`src/design/ccfd_pkg.sv`:
```
// Shared types and constants for the sync/length/CRC frame deframer.
// Used by ccfd_ctrl, ccfd_dp and crc_checked_frame_deframer_core.
// No dependencies.
package ccfd_pkg;

  localparam logic [1:0] MODE_PUSH  = 2'd0;
  localparam logic [1:0] MODE_CONT  = 2'd1;
  localparam logic [1:0] MODE_READ  = 2'd2;

  localparam logic [1:0] ST_WAIT    = 2'd0;
  localparam logic [1:0] ST_FRAME   = 2'd1;
  localparam logic [1:0] ST_RDATA   = 2'd2;
  localparam logic [1:0] ST_RBEYOND = 2'd3;

  localparam logic [15:0] SYNC_RESET = 16'h444D;  // "MD"
  localparam logic [15:0] MIN_FRAME  = 16'd8;
  localparam logic [15:0] HDR_BYTES  = 16'd6;

  typedef enum logic [3:0] {
    S_IDLE, S_PUSH, S_SCAN, S_CHECK, S_HDR, S_EVAL, S_CRC, S_VERIFY,
    S_COPY, S_ACCEPT, S_FINISH, S_RD, S_RD_DONE, S_RESULT
  } state_t;

  typedef enum logic [1:0] {
    W_HDR, W_CRC, W_COPY
  } walk_t;

  typedef struct packed {
    logic  capture;
    logic  push;
    logic  scan_init;
    logic  walk_init;
    logic  walk_step;
    walk_t walk_mode;
    logic  adv;
    logic  accept;
    logic  finish;
    logic  rd_done;
  } cmd_t;

  typedef struct packed {
    logic [1:0] mode;
    logic       rem_ge8;
    logic       hdr_ok;
    logic       fits;
    logic       walk_last;
    logic       crc_ok;
  } sts_t;

endpackage

```
`src/design/ccfd_ctrl.sv`:
```
// Controller state machine of the frame deframer.
// Depends on ccfd_pkg; drives ccfd_dp through ccfd_pkg::cmd_t.
module ccfd_ctrl (
  input  logic            clk,
  input  logic            rst_n,
  input  logic            in_valid,
  input  logic            out_stall,
  input  ccfd_pkg::sts_t  sts,
  output ccfd_pkg::cmd_t  cmd,
  output logic            in_stall,
  output logic            out_valid
);

  ccfd_pkg::state_t state_r, state_nxt;

  always_ff @(posedge clk) begin
    if (!rst_n) begin
      state_r <= ccfd_pkg::S_IDLE;
    end else begin
      state_r <= state_nxt;
    end
  end

  // next state
  always_comb begin
    state_nxt = state_r;
    case (state_r)
      ccfd_pkg::S_IDLE: begin
        if (in_valid) begin
          case (sts.mode)
            ccfd_pkg::MODE_PUSH: state_nxt = ccfd_pkg::S_PUSH;
            ccfd_pkg::MODE_CONT: state_nxt = ccfd_pkg::S_SCAN;
            ccfd_pkg::MODE_READ: state_nxt = ccfd_pkg::S_RD;
            default:             state_nxt = ccfd_pkg::S_RESULT;
          endcase
        end
      end
      ccfd_pkg::S_PUSH:  state_nxt = ccfd_pkg::S_SCAN;
      ccfd_pkg::S_SCAN:  state_nxt = ccfd_pkg::S_CHECK;
      ccfd_pkg::S_CHECK: state_nxt = sts.rem_ge8 ? ccfd_pkg::S_HDR : ccfd_pkg::S_FINISH;
      ccfd_pkg::S_HDR: begin
        if (sts.walk_last) state_nxt = ccfd_pkg::S_EVAL;
      end
      ccfd_pkg::S_EVAL: begin
        if (!sts.hdr_ok) state_nxt = ccfd_pkg::S_CHECK;
        else if (!sts.fits) state_nxt = ccfd_pkg::S_FINISH;
        else state_nxt = ccfd_pkg::S_CRC;
      end
      ccfd_pkg::S_CRC: begin
        if (sts.walk_last) state_nxt = ccfd_pkg::S_VERIFY;
      end
      ccfd_pkg::S_VERIFY: state_nxt = sts.crc_ok ? ccfd_pkg::S_COPY : ccfd_pkg::S_CHECK;
      ccfd_pkg::S_COPY: begin
        if (sts.walk_last) state_nxt = ccfd_pkg::S_ACCEPT;
      end
      ccfd_pkg::S_ACCEPT:  state_nxt = ccfd_pkg::S_FINISH;
      ccfd_pkg::S_FINISH:  state_nxt = ccfd_pkg::S_RESULT;
      ccfd_pkg::S_RD:      state_nxt = ccfd_pkg::S_RD_DONE;
      ccfd_pkg::S_RD_DONE: state_nxt = ccfd_pkg::S_RESULT;
      ccfd_pkg::S_RESULT: begin
        if (!out_stall) state_nxt = ccfd_pkg::S_IDLE;
      end
      default: state_nxt = ccfd_pkg::S_IDLE;
    endcase
  end

  // outputs
  always_comb begin
    cmd       = '0;
    cmd.walk_mode = ccfd_pkg::W_HDR;
    in_stall  = (state_r != ccfd_pkg::S_IDLE);
    out_valid = (state_r == ccfd_pkg::S_RESULT);
    case (state_r)
      ccfd_pkg::S_IDLE:   cmd.capture   = in_valid;
      ccfd_pkg::S_PUSH:   cmd.push      = 1'b1;
      ccfd_pkg::S_SCAN:   cmd.scan_init = 1'b1;
      ccfd_pkg::S_CHECK:  cmd.walk_init = sts.rem_ge8;
      ccfd_pkg::S_HDR: begin
        cmd.walk_step = 1'b1;
        cmd.walk_mode = ccfd_pkg::W_HDR;
      end
      ccfd_pkg::S_EVAL: begin
        cmd.adv       = !sts.hdr_ok;
        cmd.walk_init = sts.hdr_ok && sts.fits;
      end
      ccfd_pkg::S_CRC: begin
        cmd.walk_step = 1'b1;
        cmd.walk_mode = ccfd_pkg::W_CRC;
      end
      ccfd_pkg::S_VERIFY: begin
        cmd.adv       = !sts.crc_ok;
        cmd.walk_init = sts.crc_ok;
      end
      ccfd_pkg::S_COPY: begin
        cmd.walk_step = 1'b1;
        cmd.walk_mode = ccfd_pkg::W_COPY;
      end
      ccfd_pkg::S_ACCEPT:  cmd.accept  = 1'b1;
      ccfd_pkg::S_FINISH:  cmd.finish  = 1'b1;
      ccfd_pkg::S_RD_DONE: cmd.rd_done = 1'b1;
      default: ;
    endcase
  end

endmodule

```
`config.mk`:
```
export PLATFORM = sky130hd
export DESIGN_NAME = ccfd_ctrl
export DESIGN_NICKNAME = d
export VERILOG_FILES = /design/src/design/ccfd_pkg.sv /design/src/design/ccfd_ctrl.sv
export SDC_FILE = /design/constraint.sdc
export NUM_CORES = 1
export LEC_CHECK = 0
export BUFFER_PORTS_ARGS = -buffer_cell sky130_fd_sc_hd__buf_2
export CAP_MARGIN = 15
export CORE_AREA = 2 2 39 41
export CTS_CLUSTER_DIAMETER = 200
export CTS_CLUSTER_SIZE = 30
export DETAILED_ROUTE_END_ITERATION = 16
export DIE_AREA = 0 0 41 43
export GPL_ROUTABILITY_DRIVEN = 0
export PLACE_DENSITY = 0.79
export SYNTH_ARGS = -nofsm -noshare
export SYNTH_HDL_FRONTEND = slang
export SYNTH_SLANG_ARGS = --single-unit
```
`constraint.sdc`:
```
create_clock -name clk -period 3.85 [get_ports clk]
set_input_delay 0.77 -clock clk [delete_from_list [all_inputs] [get_ports clk]]
set_output_delay 0.77 -clock clk [all_outputs]
set_load 0.01 [all_outputs]
```
==> metrics <==
status=finished clean; post-CTS repair timing setup buffer count=0; count of port buffers added during placement=23; Iter 0 DRT Violations=16; final wirelength=roughly 1700 µm; clk buf depth=2; count of endpoints failing hold in the final timing report=0; via-per-instance ratio=5.84; CTS Sinks=4; Final Max Tran Viols=0; hpwl dp=between 1000 and 1500 µm; Max rail drop VDD=~0.00062 V; area of all placed cells without fillers=around 740 µm²; leading cell type in the layout, fill and taps excluded=buf_2; post-route fraction of the period consumed by the critical path=around two thirds; Highest Clock Rate=~0.38 GHz; post-route minimum period=roughly 2.6 ns; Synthesized Nets=slightly above 100; count of distinct cell types in the synthesized netlist=40; critical setup path kind=reg2out; wire per inst=between 10 and 15 µm; setup repair after global routing missed its margin=no; end-of-flow core utilization=between 50 and 60%; CTS H-tree lvls=1; vias after detailed routing=between 700 and 800; post-CTS sizing=0; Skew-Pair Late Insertion Delay=about 0.25 ns; leakage power figure=around 0.32 nW; startpoint of the worst register-to-register path=state_r[1]$_SDFFE_PN0P_; Layout Skew=0.00877 ns; capturing element type of the critical path=primary output; clock tree from TritonCTS=done; die footprint=1760 µm²; post-placement cell area=roughly 720 µm²; measured slew at the worst slew-check pin=~0.67 ns; Power per Cell Area=888 nW/µm²; post-synthesis area per instance=slightly above 7 µm²; Die Y=43 µm; flip-flop count of the largest register, all copies and words added=4; row count=14; sequential cell area fraction in the yosys report=between 10% and 20%; global-route usage over all layers=21.2%; number of flip-flops and latches in the synthesized netlist=4; Fillers=140; worst endpoint data arrival time=between 1.5 and 2 ns; gate count after technology mapping=88; count of TritonRoute iterations in the first routing pass=4; cell at the root of the clock tree=clkbuf_4; commonest cells after routing, fill and taps aside=buf_2, nor2_1, nand2_1; worst slew slack as a fraction of its limit=between 50% and 60%; ANT nets after route=0; starting density of the core=a little under half; kind of launch point of the worst setup path=flop; pin count of the biggest net entering global routing=22; worst r2r dst=state_r[3]$_SDFFE_PN0P_; final cell count without fillers=between 100 and 150; number of inserted diodes=0; remaining global-route overflow=0; total I/O pin count=24; netlist area before placement=627 µm²; Die Span X=between 40 and 50 µm; cell count after placement=121; kind of path behind the tightest hold check=reg2reg; fraction of final layout cells sized beyond drive strength 1=around a third; Total Nets Final=around 120; Hold Path Origin=state_r[2]$_SDFFE_PN0P_; Core Footprint=1380 µm²; Reg clk slew, reported paths=about 0.030 ns; capture endpoint of the worst hold path=state_r[0]$_SDFFE_PN0P_; antenna violations before repair=0; CTS Hold Buffers Added=0; biggest regs=state_r: 4 flops; most flop-heavy register=state_r; path depth of the worst reg2reg path=5; setup slack on the worst flop-to-flop path=2.02 ns; data required time of the worst path=slightly above 3 ns; first-pass GRT wire length=between 2000 and 3000 µm; detailed-route DRC error count=0; area overhead of the layout relative to synthesis=18.0%; via count of the first global-routing pass=between 600 and 700; maximum fanout along the worst path=21; clock buffer count from CTS=3; Max Cap Violations=0; yosys warns=0; Final setup violation count=0; number of instances on the worst hold path=2; TNS Setup=0 ns
==> worst max-delay path by stage <==
| stage | start | endpoint | slack [ns] |
|---|---|---|---|
| 6_report | state_r[2]$_SDFFE_PN0P_ | cmd[7] | 1.24 |
| 5_1_grt | state_r[2]$_SDFFE_PN0P_ | cmd[7] | 1.14 |
| 4_1_cts | state_r[2]$_SDFFE_PN0P_ | cmd[7] | 1.27 |
| 3_5_place_dp | sts[3] | cmd[3] | 1.52 |
| 3_3_place_gp | sts[3] | cmd[3] | 1.54 |
| 2_1_floorplan | sts[3] | cmd[3] | 1.81 |
==> cells by family (layout without fill, tap and decap cells) <==
group                    after synthesis  count (layout)  share of synthesized area (%)
AO/OA/AOI/OAI                         26              26                           34.1
adder cells (fa/ha/maj)                3               3                           5.99
buffers and inverters                 10              30                           9.58
flip-flops                             4               4                           12.8
multiplexers                           1               1                           1.60
AND/OR/NAND/NOR                       44              44                           35.9
==> cells in the mapped netlist <==
| cell | number | area, µm² |
|---|---|---|
| a2111oi_0 | 1 | 8.76 |
| a2111oi_4 | 1 | 27.5 |
| a211oi_1 | 1 | 7.51 |
| a21boi_1 | 1 | 7.51 |
| a21boi_2 | 1 | 11.3 |
| a21oi_1 | 4 | 20.0 |
| a22oi_2 | 1 | 12.5 |
| a311oi_1 | 1 | 8.76 |
| a31oi_1 | 1 | 6.26 |
| and3_1 | 1 | 6.26 |
| buf_2 | 3 | 15.0 |
| buf_4 | 1 | 7.51 |
| buf_6 | 2 | 22.5 |
| dfxtp_1 | 4 | 80.1 |
| ha_1 | 3 | 37.5 |
| inv_1 | 2 | 7.51 |
| inv_2 | 2 | 7.51 |
| mux2i_1 | 1 | 10.0 |
| nand2_1 | 10 | 37.5 |
| nand2b_1 | 4 | 25.0 |
| nand2b_2 | 1 | 8.76 |
| nand3_1 | 4 | 20.0 |
| nand3b_1 | 1 | 7.51 |
| nor2_1 | 13 | 48.8 |
| nor2b_1 | 3 | 18.8 |
| nor3_1 | 2 | 10.0 |
| nor3b_1 | 1 | 7.51 |
| nor4b_1 | 1 | 8.76 |
| o21a_1 | 1 | 7.51 |
| o21ai_0 | 2 | 10.0 |
| o21ai_1 | 3 | 15.0 |
| o21ai_2 | 3 | 26.3 |
| o221ai_1 | 1 | 8.76 |
| o22a_1 | 1 | 8.76 |
| o22ai_1 | 1 | 6.26 |
| o2bb2a_2 | 1 | 11.3 |
| o311a_1 | 1 | 10.0 |
| or2_1 | 1 | 6.26 |
| or2_4 | 1 | 8.76 |
| or4_4 | 1 | 11.3 |
==> critical path, stage by stage, from the launching register on <==
cell and delay, ns:
dfxtp_1 0.74, nand2b_1 0.26, o2bb2a_2 0.33, a21oi_1 0.13, buf_2 0.15
==> where the power goes <==
part / internal (mW) / switching, mW / leakage, nW
Clock: 0.0350 / 0.0198 / 0.0138
Combinational: 0.195 / 0.240 / 0.275
Sequential: 0.0637 / 0.103 / 0.0330
Total: 0.294 / 0.363 / 0.322
==> cell type report <==
cell class / count / area [µm²] / share of cell area (%)
Inverter: 4 / 15.0 / 2.03
Timing Repair Buffer: 23 / 115 / 15.6
Tap cell: 16 / 20.0 / 2.71
Sequential cell: 4 / 80.1 / 10.8
Multi-Input combinational cell: 74 / 487 / 65.8
Clock buffer: 3 / 22.5 / 3.05
==> routing by layer <==
metal	up-vias	share of wire (%)	track usage [%]
met4	0	2.7	6.67
met3	7	6.2	6.81
met5	-	0	0
met1	327	44	26.3
met2	33	47	33.1
li1	357	-	-
==> metrics by stage <==
stage / setup WS (ns) / hold WS [ns] / total power [mW]
after floorplan: 1.81 / 0.641 / 0.504
after global placement: 1.54 / 0.740 / 0.584
after detailed placement: 1.52 / 0.755 / 0.593
after CTS: 1.27 / 0.760 / 0.650
after global routing: 1.14 / 0.805 / 0.712
final: 1.24 / 0.770 / 0.657
Note: power is estimated with default switching activity, not from simulation.
